<file path="src/bmf_pkg.sv">
// ----------------------------------------------------------------------------
// bmf_pkg: shared types and constants of the battery monitor filter
// Holds the field widths, the register defaults and indexes, the sequencer
// state type, the command and status structs, and the divide-by-ten helper.
// ----------------------------------------------------------------------------
package bmf_pkg;

  // Default ADC resolution of the voltage channel.
  localparam int unsigned AdcBitsDef = 10;

  // Fixed field widths.
  localparam int unsigned CurW  = 10;
  localparam int unsigned MvW   = 15;
  localparam int unsigned CntW  = 16;
  localparam int unsigned CfgW  = 16;
  localparam int unsigned IdxW  = 2;

  // Register indexes.
  localparam logic [IdxW-1:0] RegFullScale = 2'd0;
  localparam logic [IdxW-1:0] RegLowThresh = 2'd1;
  localparam logic [IdxW-1:0] RegDebLimit  = 2'd2;

  // Register reset values.
  localparam logic [MvW-1:0]  FullScaleRst = 15'd10000;
  localparam logic [MvW-1:0]  LowThreshRst = 15'd4000;
  localparam logic [CntW-1:0] DebLimitRst  = 16'd600;

  // Division by ten through a reciprocal: exact for all operands below 2^20, the full input width.
  localparam int unsigned DivInW   = 20;
  localparam int unsigned DivShift = 23;
  localparam logic [DivInW-1:0] DivRecip = 20'd838861;

  // Sequencer states.
  typedef enum logic [2:0] {
    ST_IDLE,
    ST_MUL,
    ST_DIFF,
    ST_DIV,
    ST_CNT
  } bmf_state_e;

  // Commands from the controller to the datapath.
  typedef struct packed {
    logic capture;
    logic mul_en;
    logic diff_en;
    logic div_en;
    logic commit;
  } bmf_cmd_t;

  // Status from the datapath to the controller.
  typedef struct packed {
    logic out_free;
  } bmf_status_t;

  // Unsigned quotient of n by ten, truncating.
  function automatic logic [DivInW-4:0] div10(input logic [DivInW-1:0] n);
    logic [2*DivInW-1:0] prod;
    prod  = n * DivRecip;
    div10 = prod[DivShift +: DivInW-3];
  endfunction

endpackage

</file>
<file path="src/bmf_ctrl.sv">
// ----------------------------------------------------------------------------
// bmf_ctrl: sequencer of the battery monitor filter
// Walks each sample through scaling, difference, division and the counter
// update, and holds the last step until the output register is free.
// ----------------------------------------------------------------------------
module bmf_ctrl
  import bmf_pkg::*;
(
  input  logic        clk_i,
  input  logic        rst_ni,
  input  logic        in_valid_i,
  input  bmf_status_t status_i,
  output bmf_cmd_t    cmd_o,
  output logic        in_stall_o
);

  bmf_state_e state_q, state_d;

  // State register.
  always_ff @(posedge clk_i or negedge rst_ni) begin
    if (!rst_ni) begin
      state_q <= ST_IDLE;
    end else begin
      state_q <= state_d;
    end
  end

  // Next state and commands.
  always_comb begin
    state_d    = state_q;
    cmd_o      = '0;
    in_stall_o = 1'b1;
    unique case (state_q)
      ST_IDLE: begin
        in_stall_o = 1'b0;
        if (in_valid_i) begin
          cmd_o.capture = 1'b1;
          state_d       = ST_MUL;
        end
      end
      ST_MUL: begin
        cmd_o.mul_en = 1'b1;
        state_d      = ST_DIFF;
      end
      ST_DIFF: begin
        cmd_o.diff_en = 1'b1;
        state_d       = ST_DIV;
      end
      ST_DIV: begin
        cmd_o.div_en = 1'b1;
        state_d      = ST_CNT;
      end
      ST_CNT: begin
        if (status_i.out_free) begin
          cmd_o.commit = 1'b1;
          state_d      = ST_IDLE;
        end
      end
      default: begin
        state_d = ST_IDLE;
      end
    endcase
  end

endmodule

</file>
<file path="src/bmf_datapath.sv">
// ----------------------------------------------------------------------------
// bmf_datapath: arithmetic and storage of the battery monitor filter
// Holds the configuration registers, the two filter averages, the debounce
// counter and the output register, and performs one step per command.
// ----------------------------------------------------------------------------
module bmf_datapath
  import bmf_pkg::*;
#(
  parameter int unsigned ADC_BITS = AdcBitsDef
) (
  input  logic                clk_i,
  input  logic                rst_ni,
  input  bmf_cmd_t            cmd_i,
  output bmf_status_t         status_o,
  input  logic                cfg_we_i,
  input  logic [IdxW-1:0]     cfg_idx_i,
  input  logic [CfgW-1:0]     cfg_data_i,
  input  logic [ADC_BITS-1:0] raw_voltage_i,
  input  logic [CurW-1:0]     raw_current_i,
  output logic                out_valid_o,
  input  logic                out_stall_i,
  output logic [MvW-1:0]      filtered_voltage_mv_o,
  output logic [CurW-1:0]     filtered_current_ma_o,
  output logic                battery_low_o
);

  localparam int unsigned ProdW = ADC_BITS + MvW;

  logic [MvW-1:0]      full_scale_q, low_thresh_q;
  logic [CntW-1:0]     deb_limit_q;
  logic [ADC_BITS-1:0] rv_q;
  logic [CurW-1:0]     rc_q;
  logic [MvW-1:0]      mv_q;
  logic [MvW-1:0]      vavg_q, vavg_d;
  logic [CurW-1:0]     cavg_q, cavg_d;
  logic [CntW-1:0]     cnt_q, cnt_d;
  logic                vneg_q, cneg_q;
  logic [DivInW-1:0]   v9_q, c9_q;
  logic                out_valid_q;
  logic [MvW-1:0]      out_mv_q;
  logic [CurW-1:0]     out_ma_q;
  logic                out_low_q;

  logic [ProdW-1:0]    prod;
  logic [MvW:0]        vdiff, vmag;
  logic [CurW:0]       cdiff, cmag;
  logic [DivInW-4:0]   vquo, cquo;
  logic                below;

  assign status_o.out_free = !out_valid_q || !out_stall_i;

  // Configuration registers.
  always_ff @(posedge clk_i or negedge rst_ni) begin
    if (!rst_ni) begin
      full_scale_q <= FullScaleRst;
      low_thresh_q <= LowThreshRst;
      deb_limit_q  <= DebLimitRst;
    end else if (cfg_we_i) begin
      unique case (cfg_idx_i)
        RegFullScale: full_scale_q <= cfg_data_i[MvW-1:0];
        RegLowThresh: low_thresh_q <= cfg_data_i[MvW-1:0];
        RegDebLimit:  deb_limit_q  <= cfg_data_i;
        default: ;
      endcase
    end
  end

  // Scaling of the voltage code to millivolts.
  assign prod = ProdW'(rv_q) * ProdW'(full_scale_q);

  // Signed differences and their magnitudes.
  assign vdiff = {1'b0, mv_q} - {1'b0, vavg_q};
  assign vmag  = vdiff[MvW] ? -vdiff : vdiff;
  assign cdiff = {1'b0, rc_q} - {1'b0, cavg_q};
  assign cmag  = cdiff[CurW] ? -cdiff : cdiff;

  // Quotients by ten, then the filter update with the sign restored.
  assign vquo   = div10(v9_q);
  assign cquo   = div10(c9_q);
  assign vavg_d = vneg_q ? vavg_q - vquo[MvW-1:0] : vavg_q + vquo[MvW-1:0];
  assign cavg_d = cneg_q ? cavg_q - cquo[CurW-1:0] : cavg_q + cquo[CurW-1:0];

  // Saturating debounce counter.
  assign below = vavg_q < low_thresh_q;
  always_comb begin
    cnt_d = cnt_q;
    if (below) begin
      if (cnt_q < deb_limit_q) begin
        cnt_d = cnt_q + 1'b1;
      end
    end else if (cnt_q != '0) begin
      cnt_d = cnt_q - 1'b1;
    end
  end

  // Working registers of one sample.
  always_ff @(posedge clk_i) begin
    if (cmd_i.capture) begin
      rv_q <= raw_voltage_i;
      rc_q <= raw_current_i;
    end
    if (cmd_i.mul_en) begin
      mv_q <= prod[ADC_BITS +: MvW];
    end
    if (cmd_i.diff_en) begin
      vneg_q <= vdiff[MvW];
      cneg_q <= cdiff[CurW];
      v9_q   <= (DivInW'(vmag) << 3) + DivInW'(vmag);
      c9_q   <= (DivInW'(cmag) << 3) + DivInW'(cmag);
    end
  end

  // Filter state and counter.
  always_ff @(posedge clk_i or negedge rst_ni) begin
    if (!rst_ni) begin
      vavg_q <= '0;
      cavg_q <= '0;
      cnt_q  <= '0;
    end else begin
      if (cmd_i.div_en) begin
        vavg_q <= vavg_d;
        cavg_q <= cavg_d;
      end
      if (cmd_i.commit) begin
        cnt_q <= cnt_d;
      end
    end
  end

  // Output register: valid flag.
  always_ff @(posedge clk_i or negedge rst_ni) begin
    if (!rst_ni) begin
      out_valid_q <= 1'b0;
    end else if (cmd_i.commit) begin
      out_valid_q <= 1'b1;
    end else if (!out_stall_i) begin
      out_valid_q <= 1'b0;
    end
  end

  // Output register: payload.
  always_ff @(posedge clk_i) begin
    if (cmd_i.commit) begin
      out_mv_q  <= vavg_q;
      out_ma_q  <= cavg_q;
      out_low_q <= cnt_d >= deb_limit_q;
    end
  end

  assign out_valid_o           = out_valid_q;
  assign filtered_voltage_mv_o = out_mv_q;
  assign filtered_current_ma_o = out_ma_q;
  assign battery_low_o         = out_low_q;

endmodule

</file>
<file path="src/battery_monitor_filter.sv">
// A result is placed in the output register once its sample has passed through
// the sequencer that walks scaling, difference, division and counter update in
// turn; no new sample is taken until then, and a stalled result holds the last
// step until the output register is free.
// Reset: asynchronous, active low; clears the averages, the counter, the output
// valid flag and the control state, and loads the register defaults.
// ----------------------------------------------------------------------------
// battery_monitor_filter: top level
// Scales the battery voltage code, low-pass filters voltage and current, and
// debounces the low-voltage condition into a battery-low flag.
// ----------------------------------------------------------------------------
module battery_monitor_filter
  import bmf_pkg::*;
#(
  parameter int unsigned ADC_BITS = AdcBitsDef
) (
  input  logic                clk_i,
  input  logic                rst_ni,
  input  logic                cfg_we_i,
  input  logic [IdxW-1:0]     cfg_idx_i,
  input  logic [CfgW-1:0]     cfg_data_i,
  input  logic                in_valid_i,
  output logic                in_stall_o,
  input  logic [ADC_BITS-1:0] raw_voltage_i,
  input  logic [CurW-1:0]     raw_current_i,
  output logic                out_valid_o,
  input  logic                out_stall_i,
  output logic [MvW-1:0]      filtered_voltage_mv_o,
  output logic [CurW-1:0]     filtered_current_ma_o,
  output logic                battery_low_o
);

  bmf_cmd_t    cmd;
  bmf_status_t status;

  // Sequencer.
  bmf_ctrl u_ctrl (
    .clk_i      (clk_i),
    .rst_ni     (rst_ni),
    .in_valid_i (in_valid_i),
    .status_i   (status),
    .cmd_o      (cmd),
    .in_stall_o (in_stall_o)
  );

  // Arithmetic and storage.
  bmf_datapath #(
    .ADC_BITS (ADC_BITS)
  ) u_datapath (
    .clk_i                 (clk_i),
    .rst_ni                (rst_ni),
    .cmd_i                 (cmd),
    .status_o              (status),
    .cfg_we_i              (cfg_we_i),
    .cfg_idx_i             (cfg_idx_i),
    .cfg_data_i            (cfg_data_i),
    .raw_voltage_i         (raw_voltage_i),
    .raw_current_i         (raw_current_i),
    .out_valid_o           (out_valid_o),
    .out_stall_i           (out_stall_i),
    .filtered_voltage_mv_o (filtered_voltage_mv_o),
    .filtered_current_ma_o (filtered_current_ma_o),
    .battery_low_o         (battery_low_o)
  );

endmodule

</file>
<file path="config.mk">
export PLATFORM = sky130hd
export DESIGN_NAME = battery_monitor_filter
export DESIGN_NICKNAME = d
export VERILOG_FILES = /design/src/bmf_pkg.sv /design/src/bmf_ctrl.sv /design/src/bmf_datapath.sv /design/src/battery_monitor_filter.sv
export SDC_FILE = /design/constraint.sdc
export NUM_CORES = 2
export LEC_CHECK = 0
export BUFFER_PORTS_ARGS = -buffer_cell sky130_fd_sc_hd__buf_2
export CORE_ASPECT_RATIO = 1.1
export CORE_MARGIN = 2
export CORE_UTILIZATION = 51
export DETAILED_ROUTE_END_ITERATION = 10
export PLACE_DENSITY = 0.72
export SYNTH_ARGS = -nofsm -noshare
export SYNTH_HDL_FRONTEND = slang
export SYNTH_HIERARCHICAL = 1
export SYNTH_SLANG_ARGS = --single-unit
</file>
<file path="constraint.sdc">
create_clock -name clk_i -period 13.3 [get_ports clk_i]
set_clock_uncertainty 0.05 [all_clocks]
set_input_delay 1.33 -clock clk_i [delete_from_list [all_inputs] [get_ports clk_i]]
set_output_delay 1.33 -clock clk_i [all_outputs]
set_load 0.005 [all_outputs]
</file>
==> run_summary.xml <==
<?xml version="1.0" encoding="UTF-8"?>
<metrics>
  <group name="status">
    <metric name="status" unit="">finished clean</metric>
  </group>
  <group name="min_path">
    <metric name="hold_path.class" unit="">register to register</metric>
    <metric name="timing.hold.worst_path_depth" unit="">0</metric>
    <metric name="worst_hold_path.endpoint" unit="">u_datapath/filtered_current_ma_o[4]</metric>
    <metric name="hold_path_startpoint" unit="">u_datapath/cavg_q[4]</metric>
  </group>
  <group name="worst_setup_path">
    <metric name="crit_slowest_cell" unit="">sky130_fd_sc_hd__edfxtp_1</metric>
    <metric name="path_max_fanout" unit="">7</metric>
    <metric name="critPathArrivalTime" unit="ps">9620</metric>
    <metric name="regToRegSetupSlack" unit="ps">4010</metric>
    <metric name="crit_path_start_kind" unit="">register</metric>
    <metric name="cp_slowest_stage_delay" unit="ps">540</metric>
    <metric name="crit-reg2reg-capture" unit="">u_datapath/vavg_q[13]</metric>
    <metric name="category_of_the_worst_setup_path_capture_point" unit="">register</metric>
    <metric name="critical_path_class" unit="">register to register</metric>
    <metric name="worst_ep_required_time" unit="ps">13630</metric>
    <metric name="r2r-start" unit="">u_datapath/v9_q[0]</metric>
    <metric name="worstRegToRegCells" unit="">34</metric>
  </group>
  <group name="sta">
    <metric name="final_hold_viol_count" unit="">0</metric>
    <metric name="finalMaxSlewViolations" unit="">0</metric>
    <metric name="totalNegativeSetupSlack" unit="ps">0</metric>
    <metric name="tcrit_tclk_final" unit="%">69.89</metric>
    <metric name="clock.fmax" unit="MHz">107.6</metric>
    <metric name="grt_setup_unrepaired" unit="">false</metric>
    <metric name="report.final.setup_viol" unit="">0</metric>
    <metric name="max_slew.worst_pin.slew" unit="ps">1227</metric>
    <metric name="slew_margin_rel" unit="%">17.84</metric>
    <metric name="period_needed" unit="ps">9295</metric>
  </group>
  <group name="grt">
    <metric name="grt_start_max_net_pins" unit="">79</metric>
    <metric name="number_of_global_route_vias_before_repair" unit="">21311</metric>
    <metric name="grt_antenna_before_repair" unit="">0</metric>
    <metric name="globalRouteOverflowTotal" unit="">0</metric>
    <metric name="track_usage" unit="%">23.19</metric>
    <metric name="grt_first_pass_wirelength" unit="µm">106900</metric>
  </group>
  <group name="finish">
    <metric name="final_nets" unit="">3784</metric>
    <metric name="fillers" unit="">4869</metric>
    <metric name="finish.instance_area" unit="µm²">30040</metric>
    <metric name="area_growth_syn_to_layout" unit="%">6.034</metric>
    <metric name="layout.core_utilization" unit="%">54.77</metric>
    <metric name="drive_above_1_share" unit="%">7.192</metric>
    <metric name="antenna_cells" unit="">0</metric>
  </group>
  <group name="yosys">
    <metric name="synth_seq_area_share" unit="%">18.49</metric>
    <metric name="synth_top_family_by_area" unit="">adder cells</metric>
    <metric name="ys_ff_latch" unit="">189</metric>
    <metric name="synth_top_area_cell" unit="">sky130_fd_sc_hd__fa_1</metric>
    <metric name="post-synth-top-area-fraction" unit="%">23.75</metric>
    <metric name="post_synth_instance_area" unit="µm²">28330</metric>
    <metric name="complex_gate_fraction_of_the_synthesized_area" unit="%">8.636</metric>
    <metric name="synthesis.area_per_instance" unit="µm²">9.977</metric>
    <metric name="synth_flop_cell" unit="">sky130_fd_sc_hd__edfxtp_1</metric>
    <metric name="asyncSetResetFlopFracSynth" unit="%">48.15</metric>
    <metric name="synth_top_cells_by_area" unit="">sky130_fd_sc_hd__fa_1 (24%), sky130_fd_sc_hd__ha_1 (23%), sky130_fd_sc_hd__edfxtp_1 (10%)</metric>
    <metric name="count_of_flip_flops_with_a_built_in_enable_after_synthesis" unit="">98</metric>
    <metric name="synth-simple-area-share" unit="%">9.254</metric>
    <metric name="synth_commonest_cells" unit="">sky130_fd_sc_hd__inv_1 (613), sky130_fd_sc_hd__ha_1 (526), sky130_fd_sc_hd__fa_1 (336), sky130_fd_sc_hd__nand2_1 (162), sky130_fd_sc_hd__xnor2_1 (144)</metric>
    <metric name="synth-xor-area-share" unit="%">5.658</metric>
    <metric name="netlist_instances" unit="">2839</metric>
    <metric name="synth_adder_area_share" unit="%">46.98</metric>
    <metric name="yosysMostFrequentCell" unit="">sky130_fd_sc_hd__inv_1</metric>
    <metric name="muxShareOfSynthArea" unit="%">2.089</metric>
    <metric name="yosysWarnings" unit="">6</metric>
    <metric name="yosysUniqueCellTypes" unit="">85</metric>
  </group>
  <group name="job">
    <metric name="cap_violations" unit="">0</metric>
  </group>
  <group name="cts">
    <metric name="tritoncts" unit="">yes</metric>
    <metric name="clk_path_buf_depth" unit="">2</metric>
    <metric name="tritoncts_buffers" unit="">17</metric>
    <metric name="cts_resized" unit="">0</metric>
    <metric name="post_cts_hold_buffer_count" unit="">0</metric>
    <metric name="postCtsSetupRepairBufs" unit="">0</metric>
    <metric name="path_clk_slew" unit="ps">90</metric>
    <metric name="clk-insertion-delay-late" unit="ps">480</metric>
    <metric name="clock_tree.htree_level_count" unit="">4</metric>
    <metric name="clock-root-buffer" unit="">sky130_fd_sc_hd__clkbuf_16</metric>
    <metric name="clock_sink_total" unit="">189</metric>
  </group>
  <group name="floorplanning">
    <metric name="io-pin-count" unit="">71</metric>
    <metric name="num_rows" unit="">90</metric>
    <metric name="die_height" unit="µm">251.2</metric>
    <metric name="initial_core_util" unit="%">51.65</metric>
    <metric name="core-area" unit="µm²">54840</metric>
    <metric name="die-width" unit="µm">228.7</metric>
    <metric name="die-area" unit="µm²">57450</metric>
  </group>
  <group name="drt">
    <metric name="drt_drc_violations_left" unit="">0</metric>
    <metric name="detail_route.vias_per_cell" unit="">5.412</metric>
    <metric name="antenna_violating_nets_post_route" unit="">0</metric>
    <metric name="drt_pass1_iterations" unit="">5</metric>
    <metric name="initial_drc_count" unit="">842</metric>
    <metric name="routed_wirelength" unit="µm">63660</metric>
    <metric name="num_vias" unit="">19635</metric>
    <metric name="routed_wire_length_per_instance" unit="µm">17.55</metric>
  </group>
  <group name="placed_design">
    <metric name="portBuffers" unit="">70</metric>
    <metric name="post_dp_cell_area" unit="µm²">29460</metric>
    <metric name="routability_cong" unit="">0.9327</metric>
    <metric name="dpl.hpwl" unit="µm">54660</metric>
  </group>
</metrics>
[flip-flops by register name, summed over array words and instances, names as in the netlist, 3 cells and up]
signal	cells
u_ctrl/state_q	3
u_datapath/c9_q	15
u_datapath/cavg_q	10
u_datapath/cnt_q	16
u_datapath/deb_limit_q	16
u_datapath/filtered_current_ma_o	10
u_datapath/filtered_voltage_mv_o	15
u_datapath/full_scale_q	15
u_datapath/low_thresh_q	15
u_datapath/mv_q	15
u_datapath/rc_q	10
u_datapath/rv_q	10
u_datapath/v9_q	20
u_datapath/vavg_q	15
[kinds of logic (layout without fill, tap and decap cells)]
family | Yosys count | in the layout
xor+xnor | 183 | 183
compound gates | 361 | 361
flops | 189 | 189
other cells | 1 | 2
fa+ha+maj | 862 | 862
buf+inv | 669 | 721
mux | 53 | 53
simple gates | 521 | 521
[stage by stage]
step | setup slack, ps | instances | hold slack (ps)
2_1_floorplan | 4854 | 2840 | 400.6
3_3_place_gp | 4167 | 3596 | 419.0
3_5_place_dp | 4089 | 3596 | 425.5
4_1_cts | 4080 | 3628 | 442.2
5_1_grt | 3472 | 3628 | 466.7
6_report | 4005 | 3628 | 441.5
[layer usage]
layer | track usage, % | part of all wire [%] | vias to the layer above
li1 | - | - | 9361
met1 | 28.34 | 42 | 9826
met2 | 42.91 | 53 | 357
met3 | 2.495 | 2.8 | 91
met4 | 6.909 | 2.5 | 0
met5 | 0 | 0 | -
[placed cells by master, fill, tap and decap left out, drive strengths merged, types with 8 or more instances in the layout]
master | netlist | final
a22oi | 8 | 8
a31oi | 16 | 16
ha | 526 | 526
nor2 | 109 | 109
nand2 | 162 | 162
or3 | 10 | 10
dfrtp | 76 | 76
dfstp | 15 | 15
o21ai | 81 | 81
o21a | 16 | 16
mux2 | 49 | 49
edfxtp | 98 | 98
and2 | 75 | 75
and3 | 16 | 16
nand3 | 19 | 19
a21boi | 12 | 12
buf | 5 | 74
o21bai | 11 | 11
a21o | 52 | 52
xor2 | 39 | 39
clkbuf | 49 | 18
nor3 | 29 | 29
a2111oi | 8 | 8
nand4 | 14 | 14
nand2b | 17 | 17
fa | 336 | 336
o211ai | 8 | 8
nor2b | 19 | 19
xnor2 | 144 | 144
inv | 613 | 622
a21oi | 88 | 88
nor4 | 14 | 14
[layout make-up]
cell class / count / area (µm²) / area share, %
multi-input combinational: 1982 / 20610 / 68.61
sequential: 189 / 5239 / 17.44
inverter: 615 / 2308 / 7.686
tap: 736 / 920.9 / 3.066
clock buffer: 18 / 429.2 / 1.429
timing repair buffer: 74 / 382.9 / 1.275
clock inverter: 14 / 147.6 / 0.4916
[how the worst max path moves through the flow]
stage                                  start                    end  slack [ps]  depth (start not counted)
after floorplan           u_datapath/v9_q[0]  u_datapath/vavg_q[14]        4850                         35
after global placement    u_datapath/v9_q[5]  u_datapath/vavg_q[14]        4170                         33
after detailed placement  u_datapath/v9_q[0]  u_datapath/vavg_q[14]        4090                         35
after CTS                 u_datapath/v9_q[0]  u_datapath/vavg_q[13]        4080                         34
after global routing      u_datapath/v9_q[0]  u_datapath/vavg_q[14]        3470                         35
final                     u_datapath/v9_q[0]  u_datapath/vavg_q[13]        4010                         34
[critical path, delay by kind of cell, from the launching register on]
| family | cells | cell delay, ps |
|---|---|---|
| AOI/OAI and AO/OA | 15 | 3200 |
| xor gates and xnor gates | 1 | 350 |
| adders and majority gates | 10 | 4220 |
| buffers and inverters | 5 | 280 |
| DFF | 1 | 540 |
| and+or+nand+nor | 3 | 560 |
Power is not shown: default switching activity piles up to over one toggle a cycle in this logic, so the estimate is an artifact.
